==> config.mk <==
export PLATFORM = sky130hd
export DESIGN_NAME = utf8_stream_decoder_unit_flat
export DESIGN_NICKNAME = d
export VERILOG_FILES = /design/src/rtl/u8d_pkg.sv /design/src/rtl/u8d_ifs.sv /design/src/rtl/utf8_stream_decoder_unit.sv /design/src/rtl/u8d_front.sv /design/src/rtl/u8d_queue.sv /design/src/rtl/u8d_back.sv /design/src/flat_wrapper.sv
export SDC_FILE = /design/constraint.sdc
export NUM_CORES = 1
export LEC_CHECK = 0
export BUFFER_PORTS_ARGS = -buffer_cell sky130_fd_sc_hd__buf_2
export CAP_MARGIN = 20
export CELL_PAD_IN_SITES_DETAIL_PLACEMENT = 0
export CELL_PAD_IN_SITES_GLOBAL_PLACEMENT = 1
export CORE_MARGIN = 2
export CORE_UTILIZATION = 45
export CTS_CLUSTER_SIZE = 10
export DETAILED_ROUTE_END_ITERATION = 8
export PLACE_DENSITY = 0.72
export SYNTH_ARGS = -nofsm -noshare
export SYNTH_HDL_FRONTEND = slang
export SYNTH_SLANG_ARGS = --single-unit
==> constraint.sdc <==
create_clock -name clk -period 3 [get_ports clk]
set_clock_uncertainty 0.15 [all_clocks]
set_input_delay 0.15 -clock clk [delete_from_list [all_inputs] [get_ports clk]]
set_output_delay 0.15 -clock clk [all_outputs]
set_load 0.05 [all_outputs]
==> src/rtl/u8d_pkg.sv <==
`timescale 1ns / 1ps

package u8d_pkg;

  // field widths
  localparam int unsigned BYTE_W = 8;
  localparam int unsigned CP_W   = 21;
  localparam int unsigned REP_W  = 3;

  // default depth of the job queue between front and back
  localparam int unsigned QUEUE_DEPTH_DEF = 4;

  // reset value of the replacement code register
  localparam logic [CP_W-1:0] REPLACEMENT_RST = 21'h00FFFD;

  // value limits
  localparam logic [CP_W-1:0] SURR_LO    = 21'h00D800;
  localparam logic [CP_W-1:0] SURR_HI    = 21'h00DFFF;
  localparam logic [CP_W-1:0] CP_MAX     = 21'h10FFFF;
  localparam logic [CP_W-1:0] MIN_LEN2   = 21'h000080;
  localparam logic [CP_W-1:0] MIN_LEN3   = 21'h000800;
  localparam logic [CP_W-1:0] MIN_LEN4   = 21'h010000;

  // sequence lengths
  localparam logic [2:0] LEN_NONE = 3'd0;
  localparam logic [2:0] LEN_TWO  = 3'd2;
  localparam logic [2:0] LEN_THREE = 3'd3;
  localparam logic [2:0] LEN_FOUR = 3'd4;

  // one job: a run of replacements, then an optional decoded value
  typedef struct packed {
    logic [REP_W-1:0] rep_cnt;
    logic             has_cp;
    logic [CP_W-1:0]  cp;
  } u8d_job_t;

endpackage

==> src/rtl/u8d_ifs.sv <==
`timescale 1ns / 1ps

// byte input channel
interface u8d_byte_if import u8d_pkg::*; ();
  logic              valid;
  logic              ready;
  logic [BYTE_W-1:0] text_byte;
  modport source (output valid, output text_byte, input ready);
  modport sink   (input valid, input text_byte, output ready);
endinterface

// decoded result channel
interface u8d_cp_if import u8d_pkg::*; ();
  logic            valid;
  logic            ready;
  logic [CP_W-1:0] code_point;
  logic            is_error;
  logic            last_of_run;
  modport source (output valid, output code_point, output is_error, output last_of_run,
                  input ready);
  modport sink   (input valid, input code_point, input is_error, input last_of_run,
                  output ready);
endinterface

// replacement code write channel
interface u8d_cfg_if import u8d_pkg::*; ();
  logic            valid;
  logic            ready;
  logic [CP_W-1:0] replacement_code;
  modport source (output valid, output replacement_code, input ready);
  modport sink   (input valid, input replacement_code, output ready);
endinterface

==> src/rtl/utf8_stream_decoder_unit.sv <==
`timescale 1ns / 1ps

// channel    | dir | payload                                  | word moves when
// in_word    | in  | text_byte[7:0]                           | valid && ready
// out_word   | out | code_point[20:0], is_error, last_of_run  | valid && ready
// cfg_word   | in  | replacement_code[20:0]                   | valid && ready
//
// one byte per cycle enters the front while the job queue has room; one result per
// cycle leaves the back register while jobs wait and out_word is ready; the front
// classifies a byte and the queue is written at the edge that takes it, then the
// output register takes its first result; a byte with several results holds the back
// until all have left; input stalls only once the job queue (QUEUE_DEPTH jobs) is full
// rst_n is synchronous: no sequence pending, empty queue, replacement code FFFD

module utf8_stream_decoder_unit import u8d_pkg::*; #(
  parameter int unsigned QUEUE_DEPTH = QUEUE_DEPTH_DEF
) (
  input  logic      clk,
  input  logic      rst_n,
  u8d_byte_if.sink  in_word,
  u8d_cp_if.source  out_word,
  u8d_cfg_if.sink   cfg_word
);

  u8d_job_t push_job, head_job;
  logic     push_valid, push_ready;
  logic     head_valid, head_pop;

  // byte classification and sequence state
  u8d_front u_front (
    .clk       (clk),
    .rst_n     (rst_n),
    .in_word   (in_word),
    .job       (push_job),
    .job_valid (push_valid),
    .job_ready (push_ready)
  );

  // job queue
  u8d_queue #(
    .DEPTH (QUEUE_DEPTH)
  ) u_queue (
    .clk        (clk),
    .rst_n      (rst_n),
    .push_valid (push_valid),
    .push_ready (push_ready),
    .push_job   (push_job),
    .pop_valid  (head_valid),
    .pop_ready  (head_pop),
    .pop_job    (head_job)
  );

  // result expansion
  u8d_back u_back (
    .clk        (clk),
    .rst_n      (rst_n),
    .cfg_word   (cfg_word),
    .head_valid (head_valid),
    .head       (head_job),
    .head_pop   (head_pop),
    .out_word   (out_word)
  );

endmodule

==> src/rtl/u8d_front.sv <==
`timescale 1ns / 1ps

module u8d_front import u8d_pkg::*; (
  input  logic       clk,
  input  logic       rst_n,
  u8d_byte_if.sink   in_word,
  output u8d_job_t   job,
  output logic       job_valid,
  input  logic       job_ready
);

  logic [2:0]      exp_len_r, exp_len_nxt;
  logic [2:0]      taken_r, taken_nxt;
  logic [CP_W-1:0] part_r, part_nxt;

  logic            acc;
  logic [7:0]      b;
  logic            is_cont;
  logic [CP_W-1:0] joined;
  logic [2:0]      taken_inc;
  logic            bad;
  u8d_job_t        job_c;

  assign b             = in_word.text_byte;
  assign in_word.ready = job_ready;
  assign acc           = in_word.valid && job_ready;
  assign is_cont       = (b[7:6] == 2'b10);
  assign joined        = {part_r[CP_W-7:0], b[5:0]};
  assign taken_inc     = taken_r + 3'd1;

  // value checks on a finished sequence
  always_comb begin
    bad = ((exp_len_r == LEN_TWO)   && (joined < MIN_LEN2)) ||
          ((exp_len_r == LEN_THREE) && (joined < MIN_LEN3)) ||
          ((exp_len_r == LEN_FOUR)  && (joined < MIN_LEN4)) ||
          ((joined >= SURR_LO) && (joined <= SURR_HI)) ||
          (joined > CP_MAX);
  end

  // classify the byte and build the job
  always_comb begin
    exp_len_nxt = exp_len_r;
    taken_nxt   = taken_r;
    part_nxt    = part_r;
    job_c       = '0;
    if ((exp_len_r != LEN_NONE) && is_cont) begin
      // continuation of the pending sequence
      if (taken_inc >= exp_len_r) begin
        if (bad) begin
          job_c.rep_cnt = exp_len_r;
        end else begin
          job_c.has_cp = 1'b1;
          job_c.cp     = joined;
        end
        exp_len_nxt = LEN_NONE;
        taken_nxt   = 3'd0;
        part_nxt    = '0;
      end else begin
        taken_nxt = taken_inc;
        part_nxt  = joined;
      end
    end else begin
      // a pending sequence cut short gives one replacement first
      if (exp_len_r != LEN_NONE) begin
        job_c.rep_cnt = 3'd1;
      end
      exp_len_nxt = LEN_NONE;
      taken_nxt   = 3'd0;
      part_nxt    = '0;
      priority if (b == 8'h00) begin
        // end of text
      end else if (b[7] == 1'b0) begin
        job_c.has_cp = 1'b1;
        job_c.cp     = {{(CP_W-8){1'b0}}, b};
      end else if (b[7:5] == 3'b110) begin
        exp_len_nxt = LEN_TWO;
        taken_nxt   = 3'd1;
        part_nxt    = {{(CP_W-5){1'b0}}, b[4:0]};
      end else if (b[7:4] == 4'b1110) begin
        exp_len_nxt = LEN_THREE;
        taken_nxt   = 3'd1;
        part_nxt    = {{(CP_W-4){1'b0}}, b[3:0]};
      end else if (b[7:3] == 5'b11110) begin
        exp_len_nxt = LEN_FOUR;
        taken_nxt   = 3'd1;
        part_nxt    = {{(CP_W-3){1'b0}}, b[2:0]};
      end else begin
        // stray continuation or F8..FF
        job_c.rep_cnt = job_c.rep_cnt + 3'd1;
      end
    end
  end

  assign job       = job_c;
  assign job_valid = acc && ((job_c.rep_cnt != 3'd0) || job_c.has_cp);

  // sequence state
  always_ff @(posedge clk) begin
    if (!rst_n) begin
      exp_len_r <= LEN_NONE;
      taken_r   <= 3'd0;
      part_r    <= '0;
    end else if (acc) begin
      exp_len_r <= exp_len_nxt;
      taken_r   <= taken_nxt;
      part_r    <= part_nxt;
    end
  end

endmodule

==> src/rtl/u8d_queue.sv <==
`timescale 1ns / 1ps

module u8d_queue import u8d_pkg::*; #(
  parameter int unsigned DEPTH = QUEUE_DEPTH_DEF
) (
  input  logic     clk,
  input  logic     rst_n,
  input  logic     push_valid,
  output logic     push_ready,
  input  u8d_job_t push_job,
  output logic     pop_valid,
  input  logic     pop_ready,
  output u8d_job_t pop_job
);

  localparam int unsigned PTR_W = $clog2(DEPTH);
  localparam int unsigned CNT_W = $clog2(DEPTH + 1);
  localparam logic [PTR_W-1:0] PTR_LAST = PTR_W'(DEPTH - 1);
  localparam logic [CNT_W-1:0] CNT_FULL = CNT_W'(DEPTH);

  u8d_job_t         mem_r [DEPTH];
  logic [PTR_W-1:0] wr_ptr_r, rd_ptr_r;
  logic [CNT_W-1:0] cnt_r;
  logic             push, pop;

  assign push_ready = (cnt_r != CNT_FULL);
  assign pop_valid  = (cnt_r != '0);
  assign pop_job    = mem_r[rd_ptr_r];
  assign push       = push_valid && push_ready;
  assign pop        = pop_valid && pop_ready;

  // storage
  always_ff @(posedge clk) begin
    if (push) begin
      mem_r[wr_ptr_r] <= push_job;
    end
  end

  // pointers and fill count
  always_ff @(posedge clk) begin
    if (!rst_n) begin
      wr_ptr_r <= '0;
      rd_ptr_r <= '0;
      cnt_r    <= '0;
    end else begin
      if (push) begin
        wr_ptr_r <= (wr_ptr_r == PTR_LAST) ? '0 : wr_ptr_r + PTR_W'(1);
      end
      if (pop) begin
        rd_ptr_r <= (rd_ptr_r == PTR_LAST) ? '0 : rd_ptr_r + PTR_W'(1);
      end
      if (push && !pop) begin
        cnt_r <= cnt_r + CNT_W'(1);
      end else if (pop && !push) begin
        cnt_r <= cnt_r - CNT_W'(1);
      end
    end
  end

endmodule

==> src/rtl/u8d_back.sv <==
`timescale 1ns / 1ps

module u8d_back import u8d_pkg::*; (
  input  logic     clk,
  input  logic     rst_n,
  u8d_cfg_if.sink  cfg_word,
  input  logic     head_valid,
  input  u8d_job_t head,
  output logic     head_pop,
  u8d_cp_if.source out_word
);

  logic [CP_W-1:0] rep_code_r;
  logic [1:0]      done_r;
  logic            out_valid_r;
  logic [CP_W-1:0] out_cp_r;
  logic            out_err_r;
  logic            out_last_r;

  logic            emit;
  logic [2:0]      done_inc;
  logic            is_rep;
  logic            rep_last;

  assign cfg_word.ready = 1'b1;

  assign emit     = head_valid && (!out_valid_r || out_word.ready);
  assign done_inc = {1'b0, done_r} + 3'd1;
  assign is_rep   = ({1'b0, done_r} < head.rep_cnt);
  assign rep_last = (done_inc == head.rep_cnt);
  assign head_pop = emit && (!is_rep || (rep_last && !head.has_cp));

  // replacement code register
  always_ff @(posedge clk) begin
    if (!rst_n) begin
      rep_code_r <= REPLACEMENT_RST;
    end else if (cfg_word.valid) begin
      rep_code_r <= cfg_word.replacement_code;
    end
  end

  // replacements emitted so far for the head job
  always_ff @(posedge clk) begin
    if (!rst_n) begin
      done_r <= 2'd0;
    end else if (head_pop) begin
      done_r <= 2'd0;
    end else if (emit) begin
      done_r <= done_inc[1:0];
    end
  end

  // output register
  always_ff @(posedge clk) begin
    if (!rst_n) begin
      out_valid_r <= 1'b0;
    end else if (emit) begin
      out_valid_r <= 1'b1;
    end else if (out_word.ready) begin
      out_valid_r <= 1'b0;
    end
  end

  always_ff @(posedge clk) begin
    if (emit) begin
      out_cp_r   <= is_rep ? rep_code_r : head.cp;
      out_err_r  <= is_rep;
      out_last_r <= is_rep ? (rep_last && !head.has_cp) : 1'b1;
    end
  end

  assign out_word.valid       = out_valid_r;
  assign out_word.code_point  = out_cp_r;
  assign out_word.is_error    = out_err_r;
  assign out_word.last_of_run = out_last_r;

endmodule

==> src/flat_wrapper.sv <==
// flat-port wrapper written by rule: the top's interface ports become plain ports
module utf8_stream_decoder_unit_flat import u8d_pkg::*;
#(
  parameter int unsigned QUEUE_DEPTH = QUEUE_DEPTH_DEF
)
  (clk, rst_n, in_word_valid, in_word_text_byte, in_word_ready, out_word_valid, out_word_code_point, out_word_is_error, out_word_last_of_run, out_word_ready, cfg_word_valid, cfg_word_replacement_code, cfg_word_ready);
  u8d_byte_if in_word_i ();
  u8d_cp_if out_word_i ();
  u8d_cfg_if cfg_word_i ();
  input  logic clk;
  input  logic rst_n;
  input wire logic [$bits(in_word_i.valid)-1:0] in_word_valid;
  input wire logic [$bits(in_word_i.text_byte)-1:0] in_word_text_byte;
  output wire logic [$bits(in_word_i.ready)-1:0] in_word_ready;
  output wire logic [$bits(out_word_i.valid)-1:0] out_word_valid;
  output wire logic [$bits(out_word_i.code_point)-1:0] out_word_code_point;
  output wire logic [$bits(out_word_i.is_error)-1:0] out_word_is_error;
  output wire logic [$bits(out_word_i.last_of_run)-1:0] out_word_last_of_run;
  input wire logic [$bits(out_word_i.ready)-1:0] out_word_ready;
  input wire logic [$bits(cfg_word_i.valid)-1:0] cfg_word_valid;
  input wire logic [$bits(cfg_word_i.replacement_code)-1:0] cfg_word_replacement_code;
  output wire logic [$bits(cfg_word_i.ready)-1:0] cfg_word_ready;
  assign in_word_i.valid = in_word_valid;
  assign in_word_i.text_byte = in_word_text_byte;
  assign in_word_ready = in_word_i.ready;
  assign out_word_valid = out_word_i.valid;
  assign out_word_code_point = out_word_i.code_point;
  assign out_word_is_error = out_word_i.is_error;
  assign out_word_last_of_run = out_word_i.last_of_run;
  assign out_word_i.ready = out_word_ready;
  assign cfg_word_i.valid = cfg_word_valid;
  assign cfg_word_i.replacement_code = cfg_word_replacement_code;
  assign cfg_word_ready = cfg_word_i.ready;
  utf8_stream_decoder_unit #(.QUEUE_DEPTH(QUEUE_DEPTH)) u_core (.clk(clk), .rst_n(rst_n), .in_word(in_word_i), .out_word(out_word_i), .cfg_word(cfg_word_i));
endmodule
==> metrics.yaml <==
core_area_um2: 15900
grt_pass1_vias: 4315
final_util_pct: 56.2
final.period_utilization_pct: 99.6
yosys_warnings: 0
diodes: 0
synth.area.top_cells: "edfxtp_1 (51%), dfxtp_1 (15%), mux4_2 (7.7%)"
pin_count: 60
numPortBuffers: 58
nFillCells: 1313
synth_top_area_share_pct: 50.5
slew_headroom_pct: 57.0
drv_slew: 0
worst-path-max-fanout: 4
synth_top_family_by_area: "multiplexers"
setup_viol: 0
synth_fp_nets: 543
start_kind: "register"
worstSetupEndpoint: "u_core.u_queue.cnt_r[2]"
yosysUniqueCellTypes: 51
critPathLaunch: "u_core.u_front.taken_r[0]"
rsz0062_at_grt: "yes"
yosys.area_share.simple_pct: 8.84
dieArea_um2: 17300
vias: 4290
min_path_type: "input port to register"
drt_iter0_markers: 276
synth_area_um2: 7310
synth-async-reset-ratio_pct: 0
syn_inst: 494
multi_input_area_um2: 2450
regArea_um2: 4780
fp-row-count: 46
cts-root-buf: "clkbuf_16"
fmax_ghz: 0.335
clockBufferDepth: 2
grt.total_usage_pct: 16.7
final_antenna_net_count: 0
initial_utilization_pct: 46.0
stdcell_count: 833
crit_required_ns: 3.19
grt_pass1_wl_mm: 22.3
numClockSinks: 177
muxShareOfSynthArea_pct: 14.8
drt_pass1_iterations: 5
avgSynthCellArea_um2: 14.8
synth_enable_flop_cells: 123
synth-xor-area-share_pct: 0.942
die_y_um: 131
layout.nets: 653
synthAdderAreaFrac_pct: 2.67
cts_tree: "done"
place_inst: 770
via_per_inst: 5.15
r2r-end: "u_core.u_queue.cnt_r[2]"
clk_latency_ns: 0.42
crit_arrival_ns: 3.18
synth_compound_area_share_pct: 5.07
yosysTopAreaCell: "edfxtp_1"
ys_ff_latch: 177
yosysMostFrequentCell: "edfxtp_1"
r2r_cells: 13
drc: 0
period_minus_slack_ns: 2.99
p_leak_nw: 3.24
clkTransAtPathRegs_ns: 0.06
place_congestion: 0.807
synth_commonest_cells: "edfxtp_1 (123), nand2_1 (60), dfxtp_1 (54)"
die_w_um: 131
worst_slew_pin_slew_ns: 0.645
status: "complete, no violations"
dp_hpwl_mm: 8.95
end_kind: "register"
drt_wl_total_mm: 13.7
powerDensity_nw_per_um2: 835
ys_seq_area_share_pct: 65.3
synth_ff_type: "edfxtp_1"
r2r_slack_ns: 0.01
path_class: "register to register"
wl_per_cell_um: 16.4
drive_above_1_share_pct: 29.5
area_delta_synth_final_pct: 22.1
total_power_w: 0.00745
ir_drop_uv: 444
maxCapViolCount: 0
htree_num_levels: 4
grt_max_degree: 47
r2r_start: "u_core.u_front.taken_r[0]"
numCtsBuffers: 17
gr-total-overflow: 0
hold_viol: 0
grt_antenna_before_repair: 0
per-layer routing:
layer / share of wire [%] / vias to the layer above / GRT usage [%] / wire length, um
met2: 47 / 98 / 26.5 / 6480
met3: 4.4 / 21 / 3.74 / 597
li1: - / 2057 / - / -
met4: 1.6 / 0 / 6.52 / 219
met5: 0 / - / 0 / 0
met1: 47 / 2114 / 22.6 / 6370
critical path, cell delays in order (launching register included):
cell and delay (ns):
dfxtp_4 0.36, ha_4 0.16, xor2_1 0.14, ha_1 0.31, nand2_2 0.07, o21ai_4 0.16, o22ai_4 0.11, a211oi_4 0.31
ha_4 0.18, inv_2 0.03, fa_2 0.33, xor2_1 0.15, or3_1 0.31, a21boi_1 0.15
registers in the layout (all words and copies together) (netlist names), named ones only:
register                            count
u_core.u_back.out_word.is_error         1
u_core.u_back.rep_code_r               21
u_core.u_front.exp_len_r                3
u_core.u_queue.mem_r                  100
u_core.u_front.part_r                  15
u_core.u_back.out_word.code_point      21
u_core.u_back.done_r                    2
u_core.u_back.out_word.last_of_run      1
u_core.u_queue.cnt_r                    3
u_core.u_queue.wr_ptr_r                 2
u_core.u_back.out_word.valid            1
u_core.u_queue.rd_ptr_r                 2
u_core.u_front.taken_r                  3
cell type report:
cell class,instances,area share [%]
Sequential cell,177,53.6
Multi-Input combinational cell,280,27.5
Timing Repair Buffer,115,9.37
Clock buffer,20,4.89
Tap cell,216,3.03
Clock inverter,12,1.05
Inverter,13,0.547
cells in the final DEF, fill, tap and decap left out, types with 17 or more instances in the layout:
master / instances
dfxtp_1: 52
clkbuf_16: 17
buf_4: 26
dlygate4sd3_1: 27
edfxtp_1: 123
and2_1: 22
mux2_2: 21
mux4_2: 25
nand2_1: 59
buf_2: 58
mux2i_1: 28
worst min path at each step:
stage | startpoint | depth (start not counted) | to | slack, ns
floorplan | cfg_word_replacement_code[0] | 2 | u_core.u_back.rep_code_r[0] | 0.13
CTS | in_word_text_byte[4] | 4 | u_core.u_front.part_r[4] | 0.02
global placement | cfg_word_replacement_code[0] | 3 | u_core.u_back.rep_code_r[0] | 0.22
detailed placement | cfg_word_replacement_code[5] | 3 | u_core.u_back.rep_code_r[5] | 0.22
global route | in_word_text_byte[4] | 4 | u_core.u_front.part_r[4] | 0.04
finish | in_word_text_byte[4] | 4 | u_core.u_front.part_r[4] | 0.03
where the power goes:
group | switching (W) | internal [W]
registers | 0.000123 | 0.00303
clock network | 0.000860 | 0.00113
logic | 0.00140 | 0.000909
cells by family after synthesis:
family | after synthesis
and+or+nand+nor | 130
other | 1
buffers and inverters | 37
adders and majority gates | 15
xor gates and xnor gates | 7
muxes | 74
AOI/OAI and AO/OA | 53
DFF | 177
through the flow:
step | setup slack (ns) | setup TNS, ns | hold WS [ns] | instance area (um2)
final | 0.0121 | 0 | 0.0346 | 8920
after global routing | -0.105 | -0.105 | 0.0356 | 8920
after CTS | 0.00213 | 0 | 0.0224 | 8910
after detailed placement | -0.101 | -0.101 | 0.222 | 8040
after global placement | 0.0463 | 0 | 0.216 | 8040
after floorplan | -0.0322 | -0.0322 | 0.128 | 7370
repair_timing:
item,CTS,global route
buffers inserted,4,0
hold endpoints to repair,27,0
setup endpoints to repair,1,1
gates resized for setup,7,2
hold buffers,27,0
pin swaps,2,7
Power figures use the tool's default switching activity.
